## src/design/mvds_pkg.sv

```systemverilog
package mvds_pkg;

    // digit count and derived widths
    localparam int DIGIT_COUNT = 9;
    localparam int IDX_W       = (DIGIT_COUNT > 1) ? $clog2(DIGIT_COUNT) : 1;
    localparam int SHOWN_W     = 4;
    localparam int WORD_W      = 18;
    localparam int FRAME_W     = 17;
    localparam int SEG_W       = 8;
    localparam int GRID_W      = 9;
    localparam int LIMIT_W     = 6;

    localparam int DP_BIT    = 6;
    localparam int BLINK_BIT = 17;

    localparam logic [FRAME_W-1:0] BLANK_KEEP  = 17'h1FF40;
    localparam logic [LIMIT_W-1:0] LIMIT_RESET = 6'd9;

    localparam logic [7:0] ASCII_BASE  = 8'h2D;
    localparam int         ASCII_LEN   = 46;
    localparam int         SPECIAL_LEN = 10;

    // command codes
    localparam logic [3:0] FUNC_SCAN      = 4'd0;
    localparam logic [3:0] FUNC_WR_CHAR   = 4'd1;
    localparam logic [3:0] FUNC_SET_DP    = 4'd2;
    localparam logic [3:0] FUNC_CLR_DP    = 4'd3;
    localparam logic [3:0] FUNC_SET_BLINK = 4'd4;
    localparam logic [3:0] FUNC_CLR_BLINK = 4'd5;
    localparam logic [3:0] FUNC_CLR_ALL   = 4'd6;
    localparam logic [3:0] FUNC_CLR_DIGIT = 4'd7;
    localparam logic [3:0] FUNC_SHOW      = 4'd8;

    // grid select per digit position, digits past the ninth have no grid
    localparam logic [GRID_W-1:0] GRID_CODES [16] = '{
        9'h100, 9'h010, 9'h008, 9'h004, 9'h020, 9'h002, 9'h040, 9'h001, 9'h080,
        9'h000, 9'h000, 9'h000, 9'h000, 9'h000, 9'h000, 9'h000
    };

    localparam logic [SEG_W-1:0] SPECIAL_GLYPHS [SPECIAL_LEN] = '{
        8'h00, 8'h87, 8'h82, 8'h06, 8'h0C, 8'h28, 8'h30, 8'h14, 8'h05, 8'h81
    };

    localparam logic [SEG_W-1:0] ASCII_GLYPHS [ASCII_LEN] = '{
        8'h04, 8'h00, 8'h00, 8'hBB, 8'h12, 8'hAE, 8'hB6, 8'h17, 8'hB5, 8'hBD,
        8'h93, 8'hBF, 8'hB7, 8'h00, 8'h00, 8'h28, 8'h24, 8'h30, 8'h00, 8'h00,
        8'h9F, 8'h3D, 8'hA9, 8'h3E, 8'hAD, 8'h8D, 8'hB9, 8'h1F, 8'h09, 8'h32,
        8'h00, 8'h29, 8'h15, 8'h9B, 8'h3C, 8'h8F, 8'h00, 8'h0C, 8'hB5, 8'h2D,
        8'h3B, 8'h70, 8'h0E, 8'h00, 8'h0F, 8'h00
    };

    typedef struct packed {
        logic             ok;
        logic [SEG_W-1:0] seg;
    } glyph_t;

    // per-request update to the digit store, already qualified by the handshake
    typedef struct packed {
        logic             wr_char;
        logic             set_dp;
        logic             clr_dp;
        logic             set_blink;
        logic             clr_blink;
        logic             clr_all;
        logic             clr_digit;
        logic [IDX_W-1:0] idx;
        glyph_t           glyph;
    } store_cmd_t;

    function automatic logic [GRID_W-1:0] grid_code(input logic [3:0] pos);
        return GRID_CODES[pos];
    endfunction

    function automatic glyph_t glyph_lookup(input logic [7:0] code,
                                            input logic [LIMIT_W-1:0] limit);
        glyph_t     g;
        logic [7:0] k;
        g.ok  = 1'b1;
        g.seg = '0;
        k     = '0;
        if (code >= ASCII_BASE)
        begin
            k = code - ASCII_BASE;
            if (k >= 8'(ASCII_LEN))
            begin
                k = 8'(ASCII_LEN - 1);
            end
            g.seg = ASCII_GLYPHS[k[5:0]];
        end
        else if (code <= {2'b00, limit})
        begin
            k = code;
            if (k >= 8'(SPECIAL_LEN))
            begin
                k = 8'(SPECIAL_LEN - 1);
            end
            g.seg = SPECIAL_GLYPHS[k[3:0]];
        end
        else
        begin
            g.ok = 1'b0;
        end
        return g;
    endfunction

endpackage

```

## src/design/mvds_digit_store.sv

```systemverilog
module mvds_digit_store (
    input  logic                           clk,
    input  logic                           rst_n,
    input  mvds_pkg::store_cmd_t           cmd,
    input  logic [mvds_pkg::IDX_W-1:0]     rd_addr,
    output logic [mvds_pkg::WORD_W-1:0]    rd_word
);
    import mvds_pkg::*;

    logic [WORD_W-1:0] word_reg  [DIGIT_COUNT];
    logic [WORD_W-1:0] word_next [DIGIT_COUNT];

    // one update cell per digit, each only touches its own word
    for (genvar i = 0; i < DIGIT_COUNT; i++)
    begin : g_cell
        localparam logic [IDX_W-1:0] CELL_IDX = IDX_W'(i);
        logic              sel;
        logic [WORD_W-1:0] grid_word;

        assign sel       = (cmd.idx == CELL_IDX);
        assign grid_word = {1'b0, grid_code(4'(i)), {SEG_W{1'b0}}};

        always_comb
        begin
            word_next[i] = word_reg[i];
            if (cmd.clr_all || (cmd.clr_digit && sel))
            begin
                word_next[i] = grid_word;
            end
            else if (sel)
            begin
                if (cmd.wr_char && cmd.glyph.ok)
                begin
                    // glyph replaces grid and segments, old dp and blink kept
                    word_next[i]            = grid_word | {10'b0, cmd.glyph.seg};
                    word_next[i][DP_BIT]    = cmd.glyph.seg[DP_BIT] | word_reg[i][DP_BIT];
                    word_next[i][BLINK_BIT] = word_reg[i][BLINK_BIT];
                end
                if (cmd.set_dp)
                begin
                    word_next[i][DP_BIT] = 1'b1;
                end
                if (cmd.clr_dp)
                begin
                    word_next[i][DP_BIT] = 1'b0;
                end
                if (cmd.set_blink)
                begin
                    word_next[i][BLINK_BIT] = 1'b1;
                end
                if (cmd.clr_blink)
                begin
                    word_next[i][BLINK_BIT] = 1'b0;
                end
            end
        end

        always_ff @(posedge clk or negedge rst_n)
        begin
            if (!rst_n)
            begin
                word_reg[i] <= '0;
            end
            else
            begin
                word_reg[i] <= word_next[i];
            end
        end
    end

    assign rd_word = word_reg[rd_addr];

endmodule

```

## src/design/mvds_scan_ctrl.sv

```systemverilog
module mvds_scan_ctrl (
    input  logic                        clk,
    input  logic                        rst_n,
    input  logic                        advance,
    output logic [mvds_pkg::IDX_W-1:0]  scan_pos,
    output logic                        blank_phase
);
    import mvds_pkg::*;

    localparam logic [IDX_W-1:0] LAST_POS = IDX_W'(DIGIT_COUNT - 1);

    logic [IDX_W-1:0] pos_reg;
    logic [IDX_W-1:0] pos_next;
    logic [6:0]       phase_reg;
    logic [6:0]       phase_next;

    always_comb
    begin
        pos_next   = pos_reg;
        phase_next = phase_reg;
        if (advance)
        begin
            pos_next = (pos_reg == LAST_POS) ? '0 : pos_reg + 1'b1;
            // phase steps once per full sweep, when the last digit comes up
            if (pos_next == LAST_POS)
            begin
                phase_next = phase_reg + 1'b1;
            end
        end
    end

    always_ff @(posedge clk or negedge rst_n)
    begin
        if (!rst_n)
        begin
            pos_reg   <= '0;
            phase_reg <= '0;
        end
        else
        begin
            pos_reg   <= pos_next;
            phase_reg <= phase_next;
        end
    end

    assign scan_pos    = pos_reg;
    assign blank_phase = phase_reg[6];

endmodule

```

## src/design/multiplexed_vfd_digit_scanner.sv

```systemverilog
// path: a taken request is held in the input register, then moves into the result
// register once the result register has room; until then in_stall holds off new ones
// throughput: one request per cycle while in_stall is low, a scan tick or show digit
// gives one result, all other requests give none
// reset: asynchronous active low, clears digit words, scan position, blink phase,
// both pipeline valids, and loads the special code limit with 9
module multiplexed_vfd_digit_scanner (
    input  logic                                clk,
    input  logic                                rst_n,
    // request channel
    input  logic                                in_valid,
    output logic                                in_stall,
    input  logic [3:0]                          func,
    input  logic [7:0]                          digit_index,
    input  logic [7:0]                          char_code,
    // result channel
    output logic                                out_valid,
    input  logic                                out_stall,
    output logic [mvds_pkg::FRAME_W-1:0]        frame,
    output logic [mvds_pkg::SHOWN_W-1:0]        shown_digit,
    // special code limit register
    input  logic                                cfg_we,
    input  logic [mvds_pkg::LIMIT_W-1:0]        cfg_wdata
);
    import mvds_pkg::*;

    localparam logic [IDX_W-1:0] LAST_IDX = IDX_W'(DIGIT_COUNT - 1);

    // config register
    logic [LIMIT_W-1:0] limit_reg;

    // input register
    logic             req_valid_reg;
    logic [3:0]       func_reg;
    logic [IDX_W-1:0] idx_reg;
    logic [7:0]       code_reg;
    logic             req_load;

    // result register
    logic               out_valid_reg;
    logic               out_valid_next;
    logic [FRAME_W-1:0] frame_reg;
    logic [SHOWN_W-1:0] shown_reg;

    // processing stage
    logic              out_free;
    logic              proceed;
    logic              is_scan;
    logic              is_show;
    store_cmd_t        cmd;
    logic [IDX_W-1:0]  scan_pos;
    logic              blank_phase;
    logic [IDX_W-1:0]  rd_addr;
    logic [WORD_W-1:0] rd_word;
    logic [FRAME_W-1:0] frame_calc;
    logic [IDX_W-1:0]  idx_clamped;

    // the held request moves on only when the result register has room
    assign out_free = !out_valid_reg || !out_stall;
    assign proceed  = req_valid_reg && out_free;
    assign in_stall = req_valid_reg && !out_free;
    assign req_load = in_valid && !in_stall;

    // indexes past the last digit fold onto the last digit
    assign idx_clamped = (digit_index > 8'(DIGIT_COUNT - 1)) ? LAST_IDX
                                                             : digit_index[IDX_W-1:0];

    always_ff @(posedge clk or negedge rst_n)
    begin
        if (!rst_n)
        begin
            limit_reg <= LIMIT_RESET;
        end
        else if (cfg_we)
        begin
            limit_reg <= cfg_wdata;
        end
    end

    always_ff @(posedge clk or negedge rst_n)
    begin
        if (!rst_n)
        begin
            req_valid_reg <= 1'b0;
        end
        else if (req_load)
        begin
            req_valid_reg <= 1'b1;
        end
        else if (proceed)
        begin
            req_valid_reg <= 1'b0;
        end
    end

    // payload capture, no reset needed
    always_ff @(posedge clk)
    begin
        if (req_load)
        begin
            func_reg <= func;
            idx_reg  <= idx_clamped;
            code_reg <= char_code;
        end
    end

    // command decode, store updates only fire when the request moves on
    always_comb
    begin
        cmd           = '0;
        cmd.idx       = idx_reg;
        cmd.glyph     = glyph_lookup(code_reg, limit_reg);
        is_scan       = 1'b0;
        is_show       = 1'b0;
        unique case (func_reg)
            FUNC_SCAN:      is_scan       = proceed;
            FUNC_WR_CHAR:   cmd.wr_char   = proceed;
            FUNC_SET_DP:    cmd.set_dp    = proceed;
            FUNC_CLR_DP:    cmd.clr_dp    = proceed;
            FUNC_SET_BLINK: cmd.set_blink = proceed;
            FUNC_CLR_BLINK: cmd.clr_blink = proceed;
            FUNC_CLR_ALL:   cmd.clr_all   = proceed;
            FUNC_CLR_DIGIT: cmd.clr_digit = proceed;
            FUNC_SHOW:      is_show       = proceed;
            default:        ;
        endcase
    end

    // single read port, scan position for ticks, addressed digit otherwise
    assign rd_addr = (func_reg == FUNC_SCAN) ? scan_pos : idx_reg;

    mvds_digit_store u_store (
        .clk     (clk),
        .rst_n   (rst_n),
        .cmd     (cmd),
        .rd_addr (rd_addr),
        .rd_word (rd_word)
    );

    mvds_scan_ctrl u_scan (
        .clk         (clk),
        .rst_n       (rst_n),
        .advance     (is_scan),
        .scan_pos    (scan_pos),
        .blank_phase (blank_phase)
    );

    // on scan ticks, a blinking digit in the dark half of the phase keeps only grid and dp
    always_comb
    begin
        frame_calc = rd_word[FRAME_W-1:0];
        if ((func_reg == FUNC_SCAN) && rd_word[BLINK_BIT] && blank_phase)
        begin
            frame_calc = rd_word[FRAME_W-1:0] & BLANK_KEEP;
        end
    end

    always_comb
    begin
        out_valid_next = out_valid_reg;
        if (is_scan || is_show)
        begin
            out_valid_next = 1'b1;
        end
        else if (!out_stall)
        begin
            out_valid_next = 1'b0;
        end
    end

    always_ff @(posedge clk or negedge rst_n)
    begin
        if (!rst_n)
        begin
            out_valid_reg <= 1'b0;
        end
        else
        begin
            out_valid_reg <= out_valid_next;
        end
    end

    always_ff @(posedge clk)
    begin
        if (is_scan || is_show)
        begin
            frame_reg <= frame_calc;
            shown_reg <= SHOWN_W'(rd_addr);
        end
    end

    assign out_valid   = out_valid_reg;
    assign frame       = frame_reg;
    assign shown_digit = shown_reg;

endmodule
```

## config.mk

```make
export PLATFORM = sky130hd
export DESIGN_NAME = multiplexed_vfd_digit_scanner
export DESIGN_NICKNAME = d
export VERILOG_FILES = /design/src/design/mvds_pkg.sv /design/src/design/mvds_digit_store.sv /design/src/design/mvds_scan_ctrl.sv /design/src/design/multiplexed_vfd_digit_scanner.sv
export SDC_FILE = /design/constraint.sdc
export NUM_CORES = 1
export LEC_CHECK = 0
export ABC_AREA = 0
export BUFFER_PORTS_ARGS = -buffer_cell sky130_fd_sc_hd__buf_4
export CAP_MARGIN = 20
export CELL_PAD_IN_SITES_DETAIL_PLACEMENT = 1
export CELL_PAD_IN_SITES_GLOBAL_PLACEMENT = 1
export CORE_UTILIZATION = 48
export DETAILED_ROUTE_END_ITERATION = 12
export GPL_ROUTABILITY_DRIVEN = 1
export PLACE_DENSITY = 0.81
export SYNTH_ARGS = -nofsm -noshare
export SYNTH_HDL_FRONTEND = slang
export SYNTH_HIERARCHICAL = 1
export SYNTH_SLANG_ARGS = --single-unit
```

## constraint.sdc

```tcl
create_clock -name clk -period 5.5 [get_ports clk]
set_input_delay 0.825 -clock clk [delete_from_list [all_inputs] [get_ports clk]]
set_output_delay 0.825 -clock clk [all_outputs]
set_load 0.02 [all_outputs]
```

==> reports/qor.yml <==
synth_top_area_share: 0.324
final_nets: 897
cts_inserted_buffers: 17
max_slew_margin: 0.280
combPwrFrac: 0.166
tightest_slew_ns: 1.08
grt_max_degree: 63
critical_path_required_ns: 5.76
layout-drive-gt1-share: 0.176
io-pin-count: 54
cts_tree: "built"
utilization: 0.560
stdcell_count: 1078
drv_cap: 0
ys_seq_elements: 146
synth.area.mux_share: 0.0724
period_needed_ns: 4.82
syn_inst: 811
dpl_cell_area_sq_um: 8680
swShare: 0.307
port_buffers: 53
yosysMostFrequentCell: "dfrtp_1"
synth_top_area_cell: "dfrtp_1"
setup_violations: 0
core_sq_um: 16700
final_area_sq_um: 9350
clock-root-buffer: "clkbuf_16"
path_class: "reg -> reg"
grt_pass1_vias: 6937
synth_edf_count: 37
synth-compound-area-share: 0.191
post_cts_resized: 0
drt-vias-per-instance: 6.19
ant_nets: 0
max-clock-path-buffers: 2
die-area_sq_um: 17700
synthAdderAreaFrac: 0.0318
synth_simple_gate_area_frac: 0.162
tns_ns: 0
largest_register_ffs: 90
yosys_warnings: 6
rsz0062_at_grt: "false"
synth_top_family_by_area: "compound AO/OA/AOI/OAI gates"
leakage_nw: 4.13
postRouteWirelength_microns: 24700
async_flop_share: 0.747
crit_fanout: 16
p_int_mw: 2.14
clk_latency_ns: 0.43
clkSinkCount: 146
place.gp.congestion: 0.904
grt_pass1_wl_microns: 38900
cellPowerDensity_nw_per_um2: 330
antenna_found_initial: 0
post_cts_buffers: 0
grt_overflow_total: 0
die_h_microns: 133
dr.pass1.iters: 5
clk_pin_slew_ns: 0.07
wl_per_cell_microns: 22.9
synth_area_sq_um: 8260
peakVddDrop_mv: 0.269
track_usage: 0.290
cp.arrival_ns: 5.08
status: "finished, final reports clean"
routed-via-count: 6672
worst_setup_path_start_kind: "flip-flop"
row_count: 47
yosys-top-cells-count: "dfrtp_1, nand2_1, a21oi_1"
synth_flop_cell: "dfrtp_1"
synth_xor_area_frac: 0.0197
hold_class: "reg -> reg"
hold_buffers: 0
fmax_ghz: 0.207
detailedRoute.firstIterationViolations: 488
holdWs_ns: 0.462
skew_ns: 0.0122
synthesis.nets: 863
ys_seq_area_frac: 0.465
power_switching_mw: 0.949
maxSlewViolCount: 0
diodes: 0
pwr-share-clk: 0.408
drc: 0
finalCritPeriodShare: 0.876
synth.distinct_cells: 88
pwr-share-seq: 0.426
dp.cells: 1043
finalHoldViolCount: 0
area_delta_synth_final_pct: 13.2
finalWorstSetupSlack_ns: 0.680
postSynthAreaPerCell_sq_um: 10.2
synth_area_leaders: "dfrtp_1, edfxtp_1, mux2i_1"
initial_core_util: 0.494
place_ws_ns: 0.720
cp-end-kind: "flip-flop"
fin_total_pwr_mw: 3.09
cts_max_level: 4
floorplan.die.width_microns: 133
hpwlAfterDp_microns: 16400
[cell type report]
class | count | area [sq um]
flip-flops and latches | 146 | 3840
repair buffers | 65 | 493
multi-input cells | 576 | 3950
clock inverters | 15 | 216
fillers | 1837 | 7350
well taps | 220 | 275
inverters | 39 | 146
clock buffers | 17 | 425
[worst paths after layout]
| kind | start | endpoint | slack [ns] | depth (start not counted) |
|---|---|---|---|---|
| hold reg to reg | u_store/word_reg[26] | u_store/word_reg[26] | 0.46 | 1 |
| setup reg to reg | code_reg[1] | u_store/word_reg[23] | 0.68 | 18 |
| hold / removal | u_store/word_reg[26] | u_store/word_reg[26] | 0.46 | 1 |
| max in group asynchronous | rst_n | u_store/word_reg[129] | 3.86 | 2 |
| setup / recovery | code_reg[1] | u_store/word_reg[23] | 0.68 | 18 |
| min in group asynchronous | rst_n | u_scan/phase_reg[5] | 0.49 | 1 |
[cells in the final DEF, fill, tap and decap left out, types with 5 or more instances in the layout]
master / count
nor2b_1: 18
mux2_2: 6
dfrtp_1: 107
o211ai_1: 6
or2_2: 5
o221ai_1: 5
or2_1: 5
mux2i_1: 53
and3_1: 8
a21oi_1: 59
o21ai_1: 25
edfxtp_1: 37
nand2_1: 96
a211oi_1: 5
buf_4: 63
o21ai_2: 6
o21ai_0: 51
a31oi_1: 11
a22o_1: 18
nor2_1: 22
and2_1: 7
xor2_1: 9
nand3_1: 19
ha_1: 21
nand4_1: 6
inv_1: 35
nand2b_1: 13
clkbuf_16: 17
nor3_1: 5
[cells by family (layout without fill, tap and decap cells)]
| group | count (synthesis) | in the layout |
|---|---|---|
| mux | 59 | 59 |
| buf+inv | 89 | 136 |
| compound gates | 235 | 235 |
| xor+xnor | 16 | 16 |
| flops | 146 | 146 |
| simple gates | 245 | 245 |
| fa+ha+maj | 21 | 21 |
[critical path, cell delays in order (launching register included)]
cell	delay [ns]
edfxtp_1	0.39
buf_4	0.20
inv_1	0.12
ha_1	0.60
and3b_1	0.31
xnor2_1	0.26
o211ai_2	0.39
nand2_1	0.19
nor2_1	0.33
inv_1	0.12
ha_1	0.31
nor4b_1	0.17
a21oi_1	0.15
o22ai_1	0.09
a221oi_1	0.28
a221o_1	0.21
o2111ai_1	0.12
nand2_1	0.24
o21ai_0	0.16
[routing by layer]
metal,GRT usage,wire (microns),share of wire,vias up
met5,0,0,0,-
met4,0.110,679,0.028,0
met3,0.0498,1210,0.049,60
met2,0.496,12400,0.50,245
met1,0.369,10400,0.42,3355
li1,-,-,-,3012
[power by group through the flow]
stage	Sequential [mW]	Clock, mW	Combinational, mW
after floorplan	1.28	0	0.364
after global placement	1.32	0	0.470
after detailed placement	1.33	0	0.498
after CTS	1.31	1.28	0.509
after global routing	1.33	1.32	0.564
final	1.31	1.26	0.513
Power figures use the tool's default switching activity.
